**src/design/slrf_pkg.sv**
```systemverilog
// Package for the serpentine LED rectangle fill block.
// Holds the job and queue types, the back-end state enum and the colour scaler.
// No dependencies.
`timescale 1ns / 1ps
`default_nettype none

package slrf_pkg;

    // coordinate width follows the 4-bit size registers
    localparam int CW      = 4;
    localparam int IDX_W   = 6;
    localparam int QDEPTH  = 2;
    localparam int QAW     = $clog2(QDEPTH);
    localparam int QCW     = $clog2(QDEPTH + 1);

    localparam logic [0:0] CFG_COLUMNS = 1'd0;
    localparam logic [0:0] CFG_ROWS    = 1'd1;

    localparam logic KIND_MATRIX = 1'b0;
    localparam logic KIND_RECT   = 1'b1;

    // one non-empty fill, already clipped to the matrix
    typedef struct packed {
        logic          linear;   // whole-matrix fill: plain column-major index
        logic [CW-1:0] xs;
        logic [CW-1:0] xe;       // exclusive
        logic [CW-1:0] ys;
        logic [CW-1:0] ye;       // exclusive
        logic [7:0]    red;
        logic [7:0]    green;
        logic [7:0]    blue;
    } t_job;

    typedef struct packed {
        logic full;
        logic empty;
    } t_q_status;

    typedef enum logic {
        BK_IDLE,
        BK_RUN
    } t_back_state;

    function automatic logic [7:0] scale_comp(input logic [7:0] c, input logic [7:0] b,
                                              input logic en);
        logic [15:0] prod;
        prod = 16'(c) * 16'(b);
        return en ? prod[15:8] : c;
    endfunction

endpackage

`default_nettype wire

```
**src/design/slrf_if.sv**
```systemverilog
// Handshake channels of the fill block: the command channel and the LED channel.
// Depends on nothing; both carry valid, ready and their payload.
`timescale 1ns / 1ps
`default_nettype none

interface slrf_cmd_if;
    logic              valid;
    logic              ready;
    logic              kind;
    logic signed [7:0] rect_x;
    logic signed [7:0] rect_y;
    logic [7:0]        rect_width;
    logic [7:0]        rect_height;
    logic [7:0]        red_in;
    logic [7:0]        green_in;
    logic [7:0]        blue_in;
    logic [7:0]        brightness;
    logic              scale_enable;

    modport source (output valid, kind, rect_x, rect_y, rect_width, rect_height,
                    red_in, green_in, blue_in, brightness, scale_enable,
                    input ready);
    modport sink   (input valid, kind, rect_x, rect_y, rect_width, rect_height,
                    red_in, green_in, blue_in, brightness, scale_enable,
                    output ready);
endinterface

interface slrf_led_if;
    logic       valid;
    logic       ready;
    logic [5:0] led_index;
    logic [7:0] red_out;
    logic [7:0] green_out;
    logic [7:0] blue_out;
    logic       last;

    modport source (output valid, led_index, red_out, green_out, blue_out, last,
                    input ready);
    modport sink   (input valid, led_index, red_out, green_out, blue_out, last,
                    output ready);
endinterface

`default_nettype wire

```
**src/design/slrf_front.sv**
```systemverilog
// Front end: accepts fill commands, clips them to the matrix and scales the colour.
// Depends on slrf_pkg and slrf_cmd_if; fully clipped commands are dropped here.
`timescale 1ns / 1ps
`default_nettype none

module slrf_front (
    input  wire                      i_clk,
    input  wire                      i_rst_n,
    slrf_cmd_if.sink                 i_cmd,
    input  wire [slrf_pkg::CW-1:0]   i_cols,
    input  wire [slrf_pkg::CW-1:0]   i_rows,
    input  wire                      i_q_full,
    output logic                     o_push,
    output slrf_pkg::t_job           o_job
);
    import slrf_pkg::*;

    logic       r_valid;
    t_job       r_job;
    logic       w_take;
    t_job       w_job;
    logic       w_nonempty;

    logic signed [9:0] w_x0, w_y0, w_xe, w_ye, w_xs, w_ys, w_xc, w_yc;

    assign o_push      = r_valid && !i_q_full;
    assign o_job       = r_job;
    assign i_cmd.ready = !r_valid || !i_q_full;
    assign w_take      = i_cmd.valid && i_cmd.ready;

    always_comb begin
        w_x0 = 10'(i_cmd.rect_x);
        w_y0 = 10'(i_cmd.rect_y);
        w_xe = w_x0 + $signed({2'b00, i_cmd.rect_width});
        w_ye = w_y0 + $signed({2'b00, i_cmd.rect_height});
        w_xs = w_x0[9] ? 10'sd0 : w_x0;
        w_ys = w_y0[9] ? 10'sd0 : w_y0;
        w_xc = (w_xe > $signed({6'd0, i_cols})) ? $signed({6'd0, i_cols}) : w_xe;
        w_yc = (w_ye > $signed({6'd0, i_rows})) ? $signed({6'd0, i_rows}) : w_ye;

        w_job.red   = scale_comp(i_cmd.red_in,   i_cmd.brightness, i_cmd.scale_enable);
        w_job.green = scale_comp(i_cmd.green_in, i_cmd.brightness, i_cmd.scale_enable);
        w_job.blue  = scale_comp(i_cmd.blue_in,  i_cmd.brightness, i_cmd.scale_enable);

        if (i_cmd.kind == KIND_MATRIX) begin
            w_job.linear = 1'b1;
            w_job.xs     = '0;
            w_job.xe     = i_cols;
            w_job.ys     = '0;
            w_job.ye     = i_rows;
            w_nonempty   = (i_cols != '0) && (i_rows != '0);
        end else begin
            // once non-empty, all bounds lie within 0..8
            w_job.linear = 1'b0;
            w_job.xs     = w_xs[CW-1:0];
            w_job.xe     = w_xc[CW-1:0];
            w_job.ys     = w_ys[CW-1:0];
            w_job.ye     = w_yc[CW-1:0];
            w_nonempty   = (w_xc > w_xs) && (w_yc > w_ys);
        end
    end

    always_ff @(posedge i_clk) begin
        if (!i_rst_n) begin
            r_valid <= 1'b0;
        end else if (w_take) begin
            r_valid <= w_nonempty;
        end else if (o_push) begin
            r_valid <= 1'b0;
        end
    end

    always_ff @(posedge i_clk) begin
        if (w_take) begin
            r_job <= w_job;
        end
    end

endmodule

`default_nettype wire

```
**src/design/slrf_queue.sv**
```systemverilog
// Short job queue between the front and back ends of the fill block.
// Depends on slrf_pkg for the job type and depth.
`timescale 1ns / 1ps
`default_nettype none

module slrf_queue (
    input  wire                  i_clk,
    input  wire                  i_rst_n,
    input  wire                  i_push,
    input  slrf_pkg::t_job       i_job,
    input  wire                  i_pop,
    output slrf_pkg::t_job       o_job,
    output slrf_pkg::t_q_status  o_status
);
    import slrf_pkg::*;

    t_job            r_mem [QDEPTH];
    logic [QAW-1:0]  r_wp;
    logic [QAW-1:0]  r_rp;
    logic [QCW-1:0]  r_cnt;
    logic            w_push;
    logic            w_pop;

    assign o_status.full  = (r_cnt == QCW'(QDEPTH));
    assign o_status.empty = (r_cnt == '0);
    assign o_job          = r_mem[r_rp];
    assign w_push         = i_push && !o_status.full;
    assign w_pop          = i_pop && !o_status.empty;

    always_ff @(posedge i_clk) begin
        if (!i_rst_n) begin
            r_wp  <= '0;
            r_rp  <= '0;
            r_cnt <= '0;
        end else begin
            if (w_push) begin
                r_wp <= (r_wp == QAW'(QDEPTH - 1)) ? '0 : r_wp + 1'b1;
            end
            if (w_pop) begin
                r_rp <= (r_rp == QAW'(QDEPTH - 1)) ? '0 : r_rp + 1'b1;
            end
            if (w_push && !w_pop) begin
                r_cnt <= r_cnt + 1'b1;
            end else if (w_pop && !w_push) begin
                r_cnt <= r_cnt - 1'b1;
            end
        end
    end

    always_ff @(posedge i_clk) begin
        if (w_push) begin
            r_mem[r_wp] <= i_job;
        end
    end

endmodule

`default_nettype wire

```
**src/design/slrf_back.sv**
```systemverilog
// Back end: walks a clipped job column by column, one LED item per cycle unless
// o_led stalls. Depends on slrf_pkg and slrf_led_if; holds the output register.
`timescale 1ns / 1ps
`default_nettype none

module slrf_back (
    input  wire                      i_clk,
    input  wire                      i_rst_n,
    input  slrf_pkg::t_job           i_job,
    input  slrf_pkg::t_q_status      i_q_status,
    output logic                     o_pop,
    input  wire [slrf_pkg::CW-1:0]   i_rows,
    slrf_led_if.source               o_led
);
    import slrf_pkg::*;

    t_back_state     r_state, n_state;
    t_job            r_job,   n_job;
    logic [CW-1:0]   r_x,     n_x;
    logic [CW-1:0]   r_y,     n_y;
    logic            r_ov,    n_ov;
    logic            w_emit;
    logic            w_adv;
    logic            w_x_end, w_y_end;
    logic [7:0]      w_base;
    logic [7:0]      w_idx;
    logic [CW-1:0]   w_off;

    logic [IDX_W-1:0] r_idx;
    logic [7:0]       r_red, r_green, r_blue;
    logic             r_last;

    assign w_adv   = !r_ov || o_led.ready;
    assign w_x_end = (r_x + 1'b1) == r_job.xe;
    assign w_y_end = (r_y + 1'b1) == r_job.ye;

    // even columns (and whole-matrix fills) count up, odd columns count down
    always_comb begin
        w_base = 8'(r_x) * 8'(i_rows);
        w_off  = (r_job.linear || !r_x[0]) ? r_y : (i_rows - 1'b1 - r_y);
        w_idx  = w_base + 8'(w_off);
    end

    always_comb begin
        n_state = r_state;
        n_job   = r_job;
        n_x     = r_x;
        n_y     = r_y;
        n_ov    = r_ov;
        o_pop   = 1'b0;
        w_emit  = 1'b0;
        if (w_adv) begin
            n_ov = 1'b0;
        end
        case (r_state)
            BK_IDLE: begin
                if (!i_q_status.empty) begin
                    o_pop   = 1'b1;
                    n_job   = i_job;
                    n_x     = i_job.xs;
                    n_y     = i_job.ys;
                    n_state = BK_RUN;
                end
            end
            BK_RUN: begin
                if (w_adv) begin
                    w_emit = 1'b1;
                    n_ov   = 1'b1;
                    if (w_y_end) begin
                        n_y = r_job.ys;
                        n_x = r_x + 1'b1;
                        if (w_x_end) begin
                            n_state = BK_IDLE;
                        end
                    end else begin
                        n_y = r_y + 1'b1;
                    end
                end
            end
            default: begin
                n_state = BK_IDLE;
            end
        endcase
    end

    always_ff @(posedge i_clk) begin
        if (!i_rst_n) begin
            r_state <= BK_IDLE;
            r_ov    <= 1'b0;
        end else begin
            r_state <= n_state;
            r_ov    <= n_ov;
        end
    end

    always_ff @(posedge i_clk) begin
        r_job <= n_job;
        r_x   <= n_x;
        r_y   <= n_y;
        if (w_emit) begin
            r_idx   <= w_idx[IDX_W-1:0];
            r_red   <= r_job.red;
            r_green <= r_job.green;
            r_blue  <= r_job.blue;
            r_last  <= w_x_end && w_y_end;
        end
    end

    assign o_led.valid     = r_ov;
    assign o_led.led_index = r_idx;
    assign o_led.red_out   = r_red;
    assign o_led.green_out = r_green;
    assign o_led.blue_out  = r_blue;
    assign o_led.last      = r_last;

endmodule

`default_nettype wire

```
**src/design/serpentine_led_rect_fill.sv**
```systemverilog
// Top level of the serpentine LED rectangle fill block.
// Depends on slrf_pkg, slrf_if, slrf_front, slrf_queue and slrf_back.
//
//  channel   dir  handshake          payload
//  i_cmd     in   valid / ready      kind, rect_x/y, rect_width/height, rgb, brightness
//  o_led     out  valid / ready      led_index, red/green/blue_out, last
//  i_cfg_*   in   write enable only  i_cfg_idx selects columns (0) or rows (1)
//
// The back end emits one LED item per cycle while o_led.ready is high; for each
// command it first loads the job from the queue, then emits an item per lit LED.
// The front end takes one command per cycle while the two-entry job queue has room.
// Reset is synchronous; it empties the pipeline and sets the matrix to 8 x 8.
// A low o_led.ready freezes the output register; the queue then fills and
// i_cmd.ready drops.
`timescale 1ns / 1ps
`default_nettype none

module serpentine_led_rect_fill #(
    parameter int MAX_COLUMNS = 8,
    parameter int MAX_ROWS    = 8
) (
    input  wire        i_clk,
    input  wire        i_rst_n,
    slrf_cmd_if.sink   i_cmd,
    slrf_led_if.source o_led,
    input  wire        i_cfg_we,
    input  wire [0:0]  i_cfg_idx,
    input  wire [3:0]  i_cfg_data
);
    import slrf_pkg::*;

    logic [CW-1:0] r_cols;
    logic [CW-1:0] r_rows;
    logic [CW-1:0] w_cols;
    logic [CW-1:0] w_rows;
    logic [7:0]    w_total;

    logic          w_push;
    logic          w_pop;
    t_job          w_front_job;
    t_job          w_q_job;
    t_q_status     w_q_status;

    always_ff @(posedge i_clk) begin
        if (!i_rst_n) begin
            r_cols <= 4'd8;
            r_rows <= 4'd8;
        end else if (i_cfg_we) begin
            case (i_cfg_idx)
                CFG_COLUMNS: r_cols <= i_cfg_data;
                CFG_ROWS:    r_rows <= i_cfg_data;
                default:     r_cols <= r_cols;
            endcase
        end
    end

    // sizes above the maximum saturate
    assign w_cols  = (r_cols > CW'(MAX_COLUMNS)) ? CW'(MAX_COLUMNS) : r_cols;
    assign w_rows  = (r_rows > CW'(MAX_ROWS))    ? CW'(MAX_ROWS)    : r_rows;
    assign w_total = 8'(w_cols) * 8'(w_rows);

    slrf_front u_front (
        .i_clk    (i_clk),
        .i_rst_n  (i_rst_n),
        .i_cmd    (i_cmd),
        .i_cols   (w_cols),
        .i_rows   (w_rows),
        .i_q_full (w_q_status.full),
        .o_push   (w_push),
        .o_job    (w_front_job)
    );

    slrf_queue u_queue (
        .i_clk    (i_clk),
        .i_rst_n  (i_rst_n),
        .i_push   (w_push),
        .i_job    (w_front_job),
        .i_pop    (w_pop),
        .o_job    (w_q_job),
        .o_status (w_q_status)
    );

    slrf_back u_back (
        .i_clk      (i_clk),
        .i_rst_n    (i_rst_n),
        .i_job      (w_q_job),
        .i_q_status (w_q_status),
        .o_pop      (w_pop),
        .i_rows     (w_rows),
        .o_led      (o_led)
    );

    a_no_overflow: assert property (@(posedge i_clk) disable iff (!i_rst_n)
        !(w_push && w_q_status.full))
        else $error("job pushed into a full queue");

    a_no_empty_pop: assert property (@(posedge i_clk) disable iff (!i_rst_n)
        !(w_pop && w_q_status.empty))
        else $error("job popped from an empty queue");

    a_index_range: assert property (@(posedge i_clk) disable iff (!i_rst_n)
        o_led.valid |-> (8'(o_led.led_index) < w_total))
        else $error("LED index beyond the matrix");

    a_reset_quiet: assert property (@(posedge i_clk)
        $past(!i_rst_n) |-> !o_led.valid)
        else $error("LED item shown right after reset");

endmodule

`default_nettype wire

```
**src/flat_wrapper.sv**
```systemverilog
// flat-port wrapper written by rule: the top's interface ports become plain ports
module serpentine_led_rect_fill_flat import slrf_pkg::*;
#(
    parameter int MAX_COLUMNS = 8,
    parameter int MAX_ROWS    = 8
)
  (i_clk, i_rst_n, i_cfg_we, i_cfg_idx, i_cfg_data, i_cmd_valid, i_cmd_kind, i_cmd_rect_x, i_cmd_rect_y, i_cmd_rect_width, i_cmd_rect_height, i_cmd_red_in, i_cmd_green_in, i_cmd_blue_in, i_cmd_brightness, i_cmd_scale_enable, i_cmd_ready, o_led_valid, o_led_led_index, o_led_red_out, o_led_green_out, o_led_blue_out, o_led_last, o_led_ready);
  slrf_cmd_if i_cmd_i ();
  slrf_led_if o_led_i ();
  input  wire i_clk;
  input  wire i_rst_n;
  input  wire i_cfg_we;
  input  wire [0:0] i_cfg_idx;
  input  wire [3:0] i_cfg_data;
  input wire logic [$bits(i_cmd_i.valid)-1:0] i_cmd_valid;
  input wire logic [$bits(i_cmd_i.kind)-1:0] i_cmd_kind;
  input wire logic [$bits(i_cmd_i.rect_x)-1:0] i_cmd_rect_x;
  input wire logic [$bits(i_cmd_i.rect_y)-1:0] i_cmd_rect_y;
  input wire logic [$bits(i_cmd_i.rect_width)-1:0] i_cmd_rect_width;
  input wire logic [$bits(i_cmd_i.rect_height)-1:0] i_cmd_rect_height;
  input wire logic [$bits(i_cmd_i.red_in)-1:0] i_cmd_red_in;
  input wire logic [$bits(i_cmd_i.green_in)-1:0] i_cmd_green_in;
  input wire logic [$bits(i_cmd_i.blue_in)-1:0] i_cmd_blue_in;
  input wire logic [$bits(i_cmd_i.brightness)-1:0] i_cmd_brightness;
  input wire logic [$bits(i_cmd_i.scale_enable)-1:0] i_cmd_scale_enable;
  output wire logic [$bits(i_cmd_i.ready)-1:0] i_cmd_ready;
  output wire logic [$bits(o_led_i.valid)-1:0] o_led_valid;
  output wire logic [$bits(o_led_i.led_index)-1:0] o_led_led_index;
  output wire logic [$bits(o_led_i.red_out)-1:0] o_led_red_out;
  output wire logic [$bits(o_led_i.green_out)-1:0] o_led_green_out;
  output wire logic [$bits(o_led_i.blue_out)-1:0] o_led_blue_out;
  output wire logic [$bits(o_led_i.last)-1:0] o_led_last;
  input wire logic [$bits(o_led_i.ready)-1:0] o_led_ready;
  assign i_cmd_i.valid = i_cmd_valid;
  assign i_cmd_i.kind = i_cmd_kind;
  assign i_cmd_i.rect_x = i_cmd_rect_x;
  assign i_cmd_i.rect_y = i_cmd_rect_y;
  assign i_cmd_i.rect_width = i_cmd_rect_width;
  assign i_cmd_i.rect_height = i_cmd_rect_height;
  assign i_cmd_i.red_in = i_cmd_red_in;
  assign i_cmd_i.green_in = i_cmd_green_in;
  assign i_cmd_i.blue_in = i_cmd_blue_in;
  assign i_cmd_i.brightness = i_cmd_brightness;
  assign i_cmd_i.scale_enable = i_cmd_scale_enable;
  assign i_cmd_ready = i_cmd_i.ready;
  assign o_led_valid = o_led_i.valid;
  assign o_led_led_index = o_led_i.led_index;
  assign o_led_red_out = o_led_i.red_out;
  assign o_led_green_out = o_led_i.green_out;
  assign o_led_blue_out = o_led_i.blue_out;
  assign o_led_last = o_led_i.last;
  assign o_led_i.ready = o_led_ready;
  serpentine_led_rect_fill #(.MAX_COLUMNS(MAX_COLUMNS), .MAX_ROWS(MAX_ROWS)) u_core (.i_clk(i_clk), .i_rst_n(i_rst_n), .i_cmd(i_cmd_i), .o_led(o_led_i), .i_cfg_we(i_cfg_we), .i_cfg_idx(i_cfg_idx), .i_cfg_data(i_cfg_data));
endmodule
```
**config.mk**
```make
export PLATFORM = sky130hd
export DESIGN_NAME = serpentine_led_rect_fill_flat
export DESIGN_NICKNAME = d
export VERILOG_FILES = /design/src/design/slrf_pkg.sv /design/src/design/slrf_if.sv /design/src/design/slrf_front.sv /design/src/design/slrf_queue.sv /design/src/design/slrf_back.sv /design/src/design/serpentine_led_rect_fill.sv /design/src/flat_wrapper.sv
export SDC_FILE = /design/constraint.sdc
export NUM_CORES = 1
export LEC_CHECK = 0
export BUFFER_PORTS_ARGS = -buffer_cell sky130_fd_sc_hd__buf_2
export CORE_ASPECT_RATIO = 0.7
export CORE_MARGIN = 1.5
export CORE_UTILIZATION = 40
export CTS_CLUSTER_SIZE = 20
export DETAILED_ROUTE_END_ITERATION = 8
export PLACE_DENSITY = 0.62
export SLEW_MARGIN = 40
export SYNTH_ARGS = -nofsm -noshare
export SYNTH_HDL_FRONTEND = slang
export SYNTH_HIERARCHICAL = 1
export SYNTH_SLANG_ARGS = --single-unit
```
**constraint.sdc**
```tcl
create_clock -name i_clk -period 14.08 [get_ports i_clk]
set_input_delay 2.816 -clock i_clk [delete_from_list [all_inputs] [get_ports i_clk]]
set_output_delay 2.816 -clock i_clk [all_outputs]
set_load 0.01 [all_outputs]
```
==> run summary <==
The share of total power dissipated in combinational logic is 37.8%. Setup repair after global routing left no endpoint under its margin. The maximum vdd drop came out at 71.0 µV. The number of H-tree branching levels came out at 1. The utilization after layout is 45.5%. Using the TritonRoute via totals, the vias-per-cell ratio works out to 4.96. Dividing the detail-routed wire length by the instance count gives 15.9 µm. Timing would allow up to 140 MHz.

The slew of the pin with the lowest slew margin came out at 0.836 ns. The total number of yosys warnings came out at 6. The share of synthesized flip-flops with an asynchronous set or reset came out at 0%. The final instance count without filler cells is 2005. For the finished layout, the period the worst path requires is 7.14 ns. The number of nets produced by synthesis is 1709. The number of top-level design ports is 109. STA classifies the critical path startpoint as an input port. After synthesis the cells add up to 15800 µm². The number of hold violations in the final report was 0. By area the synthesized netlist is led by sky130_fd_sc_hd__edfxtp_1, sky130_fd_sc_hd__fa_1, sky130_fd_sc_hd__ha_1, sky130_fd_sc_hd__and2_1, sky130_fd_sc_hd__inv_1. The worst relative slew slack is 43.7%. The number of global-route vias before repair was 10.1k.

The post-synthesis cell count came out at 1363. The required time of the critical path came out at 14.33 ns. The area of the core is 38700 µm². Global routing used 16.2% of the available tracks. The number of gates resized after CTS is 0. The final worst-path cycle share is 50.7%. Registers are responsible for 38.6% of the overall power. For flop-to-flop paths, the worst setup slack is 9.41 ns. The sequential share of the synthesized area came out at 39.9%.

The slowest stage of the critical path is the sky130_fd_sc_hd__fa_1 cell. The number of antenna violations at the first check in global routing came out at 0. By instance count, the cell type seen most on the critical path is sky130_fd_sc_hd__fa_1.

The final-layout fill cell count is 3550. Dividing total power by cell area gives a power density of 136 nW/µm². The total half-perimeter wirelength after legalization and detailed placement came out at 23.5 mm. The first-pass GRT wire length is 52.6 mm.

The clock insertion delay at the later pin of the skew report is 0.50 ns. No sink is reached through more buffers than the 3 on the longest clock path. Input and output buffers added on the ports amount to 108. Counting flops with a built-in enable in the synthesized netlist gives 199.

The static leakage is 7.69 nW. The count of unresolved DRC violations after routing is 0. The number of antenna repair diodes came out at 0. The vertical die dimension came out at 169 µm. The commonest register cell after synthesis is sky130_fd_sc_hd__edfxtp_1. Walking the worst path, the cells encountered are buf_2, nand2_1, fa_1, inv_1, fa_1, fa_1, fa_1, ha_1, a21o_1, a211o_1, a21oi_2, o21ai_2, o21a_1, or3_1, a31o_1.

The via count is 9946. TritonCTS built the clock tree. The net load switching power is 0.797 mW. The worst hold margin is 0.419 ns. The worst setup path is captured at a flop.

Counting distinct cell types in the post-synthesis netlist gives 77. The maximum fanout encountered on the critical timing path came out at 24. The final wirelength is 31.9 mm. The largest net degree at the start of global routing came out at 43. The library cell with the highest instance count after synthesis is sky130_fd_sc_hd__edfxtp_1. The clock root buffer is sky130_fd_sc_hd__clkbuf_16. The die width came out at 240 µm.

The post-route setup TNS is 0 ns. The count of maximum capacitance violations is 0. The final-report max-slew violation count is 0. In this run the worst hold path is classified as reg2reg. The count of standard-cell rows is 60. The full die area came out at 40700 µm². The net switching fraction of the power came out at 33.3%. Buffers added to address setup during post-CTS repair amount to 0. The remaining antenna violation count after routing came out at 0. The cell type with the highest aggregate area in the netlist is sky130_fd_sc_hd__edfxtp_1.

After the first detailed-routing iteration, the DRC count stood at 604. The final RePlAce weighted congestion is 0.888. On the final layout, the worst clock skew is 0.00793 ns. The worst setup path is of the in2reg kind. The internal power of the cells totals 1.60 mW.

Buffers inserted to repair hold after CTS numbered 0. Sorting the synthesized cells by how often they occur yields sky130_fd_sc_hd__edfxtp_1, sky130_fd_sc_hd__inv_1, sky130_fd_sc_hd__ha_1. The flow ran to the end, and the final reports show no timing, DRC or antenna violations. The leftover overflow at the end of global routing came out at 0. The data arrival at the endpoint of the critical path is 7.39 ns.

The share of the synthesized area in the top cell type is 37.9%. The number of clock sinks is 215. The number of setup violations in the final report is 0. The total placed cells including tap cells came out at 1965. The peak per-stage delay on the critical path came out at 0.56 ns.

Dividing the synthesized area by the synthesized cell count gives 11.6 µm². The post-layout net count came out at 1808. For this configuration, the core starts out at a cell density of 40.8%. Before antenna repair, the detailed router went through 5 iterations. The fraction of layout instances using a drive strength above 1 came out at 16.0%. The number of buffers created by CTS came out at 22. The post-synthesis to final-layout area growth is 11.5%. The share of total power dissipated in the clock network is 23.6%. Clock-pin slew was measured on the worst setup and hold paths at 0.06 ns. After synthesis the netlist holds a flip-flop and latch count of 215.
## registers in the layout (all words and copies together) (netlist names), named ones only
signal                         count
u_core/r_rows                      4
u_core/u_back/r_state              1
u_core/u_back/o_led.red_out        8
u_core/u_queue/r_rp                1
u_core/u_back/r_y                  4
u_core/u_back/o_led.blue_out       8
u_core/u_front/r_valid             1
u_core/u_front/o_job              41
u_core/u_queue/r_wp                1
u_core/r_cols                      4
u_core/u_queue/r_cnt               2
u_core/u_back/o_led.green_out      8
u_core/u_back/r_job               37
u_core/u_back/o_led.led_index      6
u_core/u_back/o_led.last           1
u_core/u_back/r_x                  4
u_core/u_queue/r_mem              82
## kinds of logic (layout without fill, tap and decap cells)
logic type      Yosys count  after routing  synth area share [%]
simple gates            367            367                  12.1
compound gates          153            153                  7.27
buf+inv                 228            343                  5.53
fa+ha+maj               270            270                  26.8
flops                   215            215                  39.9
mux                      74             74                  5.20
xor+xnor                 56             56                  3.11
## layer usage
layer | global-route usage [%] | vias up | part of all wire (%)
met5 | 0 | - | 0
met4 | 2.21 | 0 | 1.1
met3 | 2.83 | 27 | 4.1
met2 | 25.5 | 155 | 43
met1 | 23.9 | 4920 | 51
li1 | - | 4844 | -
## critical path, delay by kind of cell
| family | cells | cell delay, ns |
|---|---|---|
| AND/OR/NAND/NOR | 2 | 0.45 |
| buffers and inverters | 2 | 0.43 |
| AO/OA/AOI/OAI | 6 | 1.23 |
| adder cells (fa/ha/maj) | 5 | 2.45 |
## power groups by stage
stage | logic, mW | clock network, mW | registers, mW
detailed placement | 0.903 | 0 | 0.939
CTS | 0.915 | 0.585 | 0.927
floorplan | 0.682 | 0 | 0.922
global placement | 0.887 | 0 | 0.936
finish | 0.906 | 0.565 | 0.924
global route | 1.04 | 0.607 | 0.937
## layout make-up
type / instances / area, µm² / share of cell area [%]
inverters: 186 / 698 / 3.97
repair buffers: 117 / 608 / 3.46
multi-input cells: 920 / 8620 / 49.0
clock buffers: 24 / 579 / 3.29
well taps: 527 / 659 / 3.75
clock inverters: 16 / 128 / 0.725
flip-flops and latches: 215 / 6300 / 35.8
## final timing paths
kind,depth (start not counted),start,to
max,15,i_cmd_brightness[7],u_core/u_front/o_job[22]
min,0,u_core/u_back/r_job[12],u_core/u_back/o_led.green_out[4]
max reg2reg,19,u_core/r_rows[3],u_core/u_front/r_valid
min reg2reg,0,u_core/u_back/r_job[12],u_core/u_back/o_led.green_out[4]
## per-stage QoR
step / total power, mW / setup WS (ns) / cell area, µm²
3_5_place_dp: 1.84 / 6.44 / 16900
5_1_grt: 2.58 / 6.73 / 17600
2_1_floorplan: 1.60 / 6.83 / 15800
3_3_place_gp: 1.82 / 6.56 / 16900
6_report: 2.40 / 6.94 / 17600
4_1_cts: 2.43 / 6.96 / 17600
## cell usage in the layout, fill, tap and decap left out, drive strengths merged, types with 8 or more instances in the layout
| cell type | count |
|---|---|
| a211oi | 8 |
| a21o | 16 |
| a21oi | 31 |
| and2 | 112 |
| buf | 117 |
| clkbuf | 24 |
| clkinv | 14 |
| dfxtp | 16 |
| edfxtp | 199 |
| fa | 114 |
| ha | 156 |
| inv | 186 |
| mux2 | 64 |
| mux2i | 10 |
| nand2 | 128 |
| nand2b | 14 |
| nand3 | 19 |
| nor2 | 36 |
| nor2b | 19 |
| nor3 | 8 |
| o21a | 18 |
| o21ai | 22 |
| o311ai | 9 |
| xnor2 | 30 |
| xor2 | 26 |
Note: power is estimated with default switching activity, not from simulation.
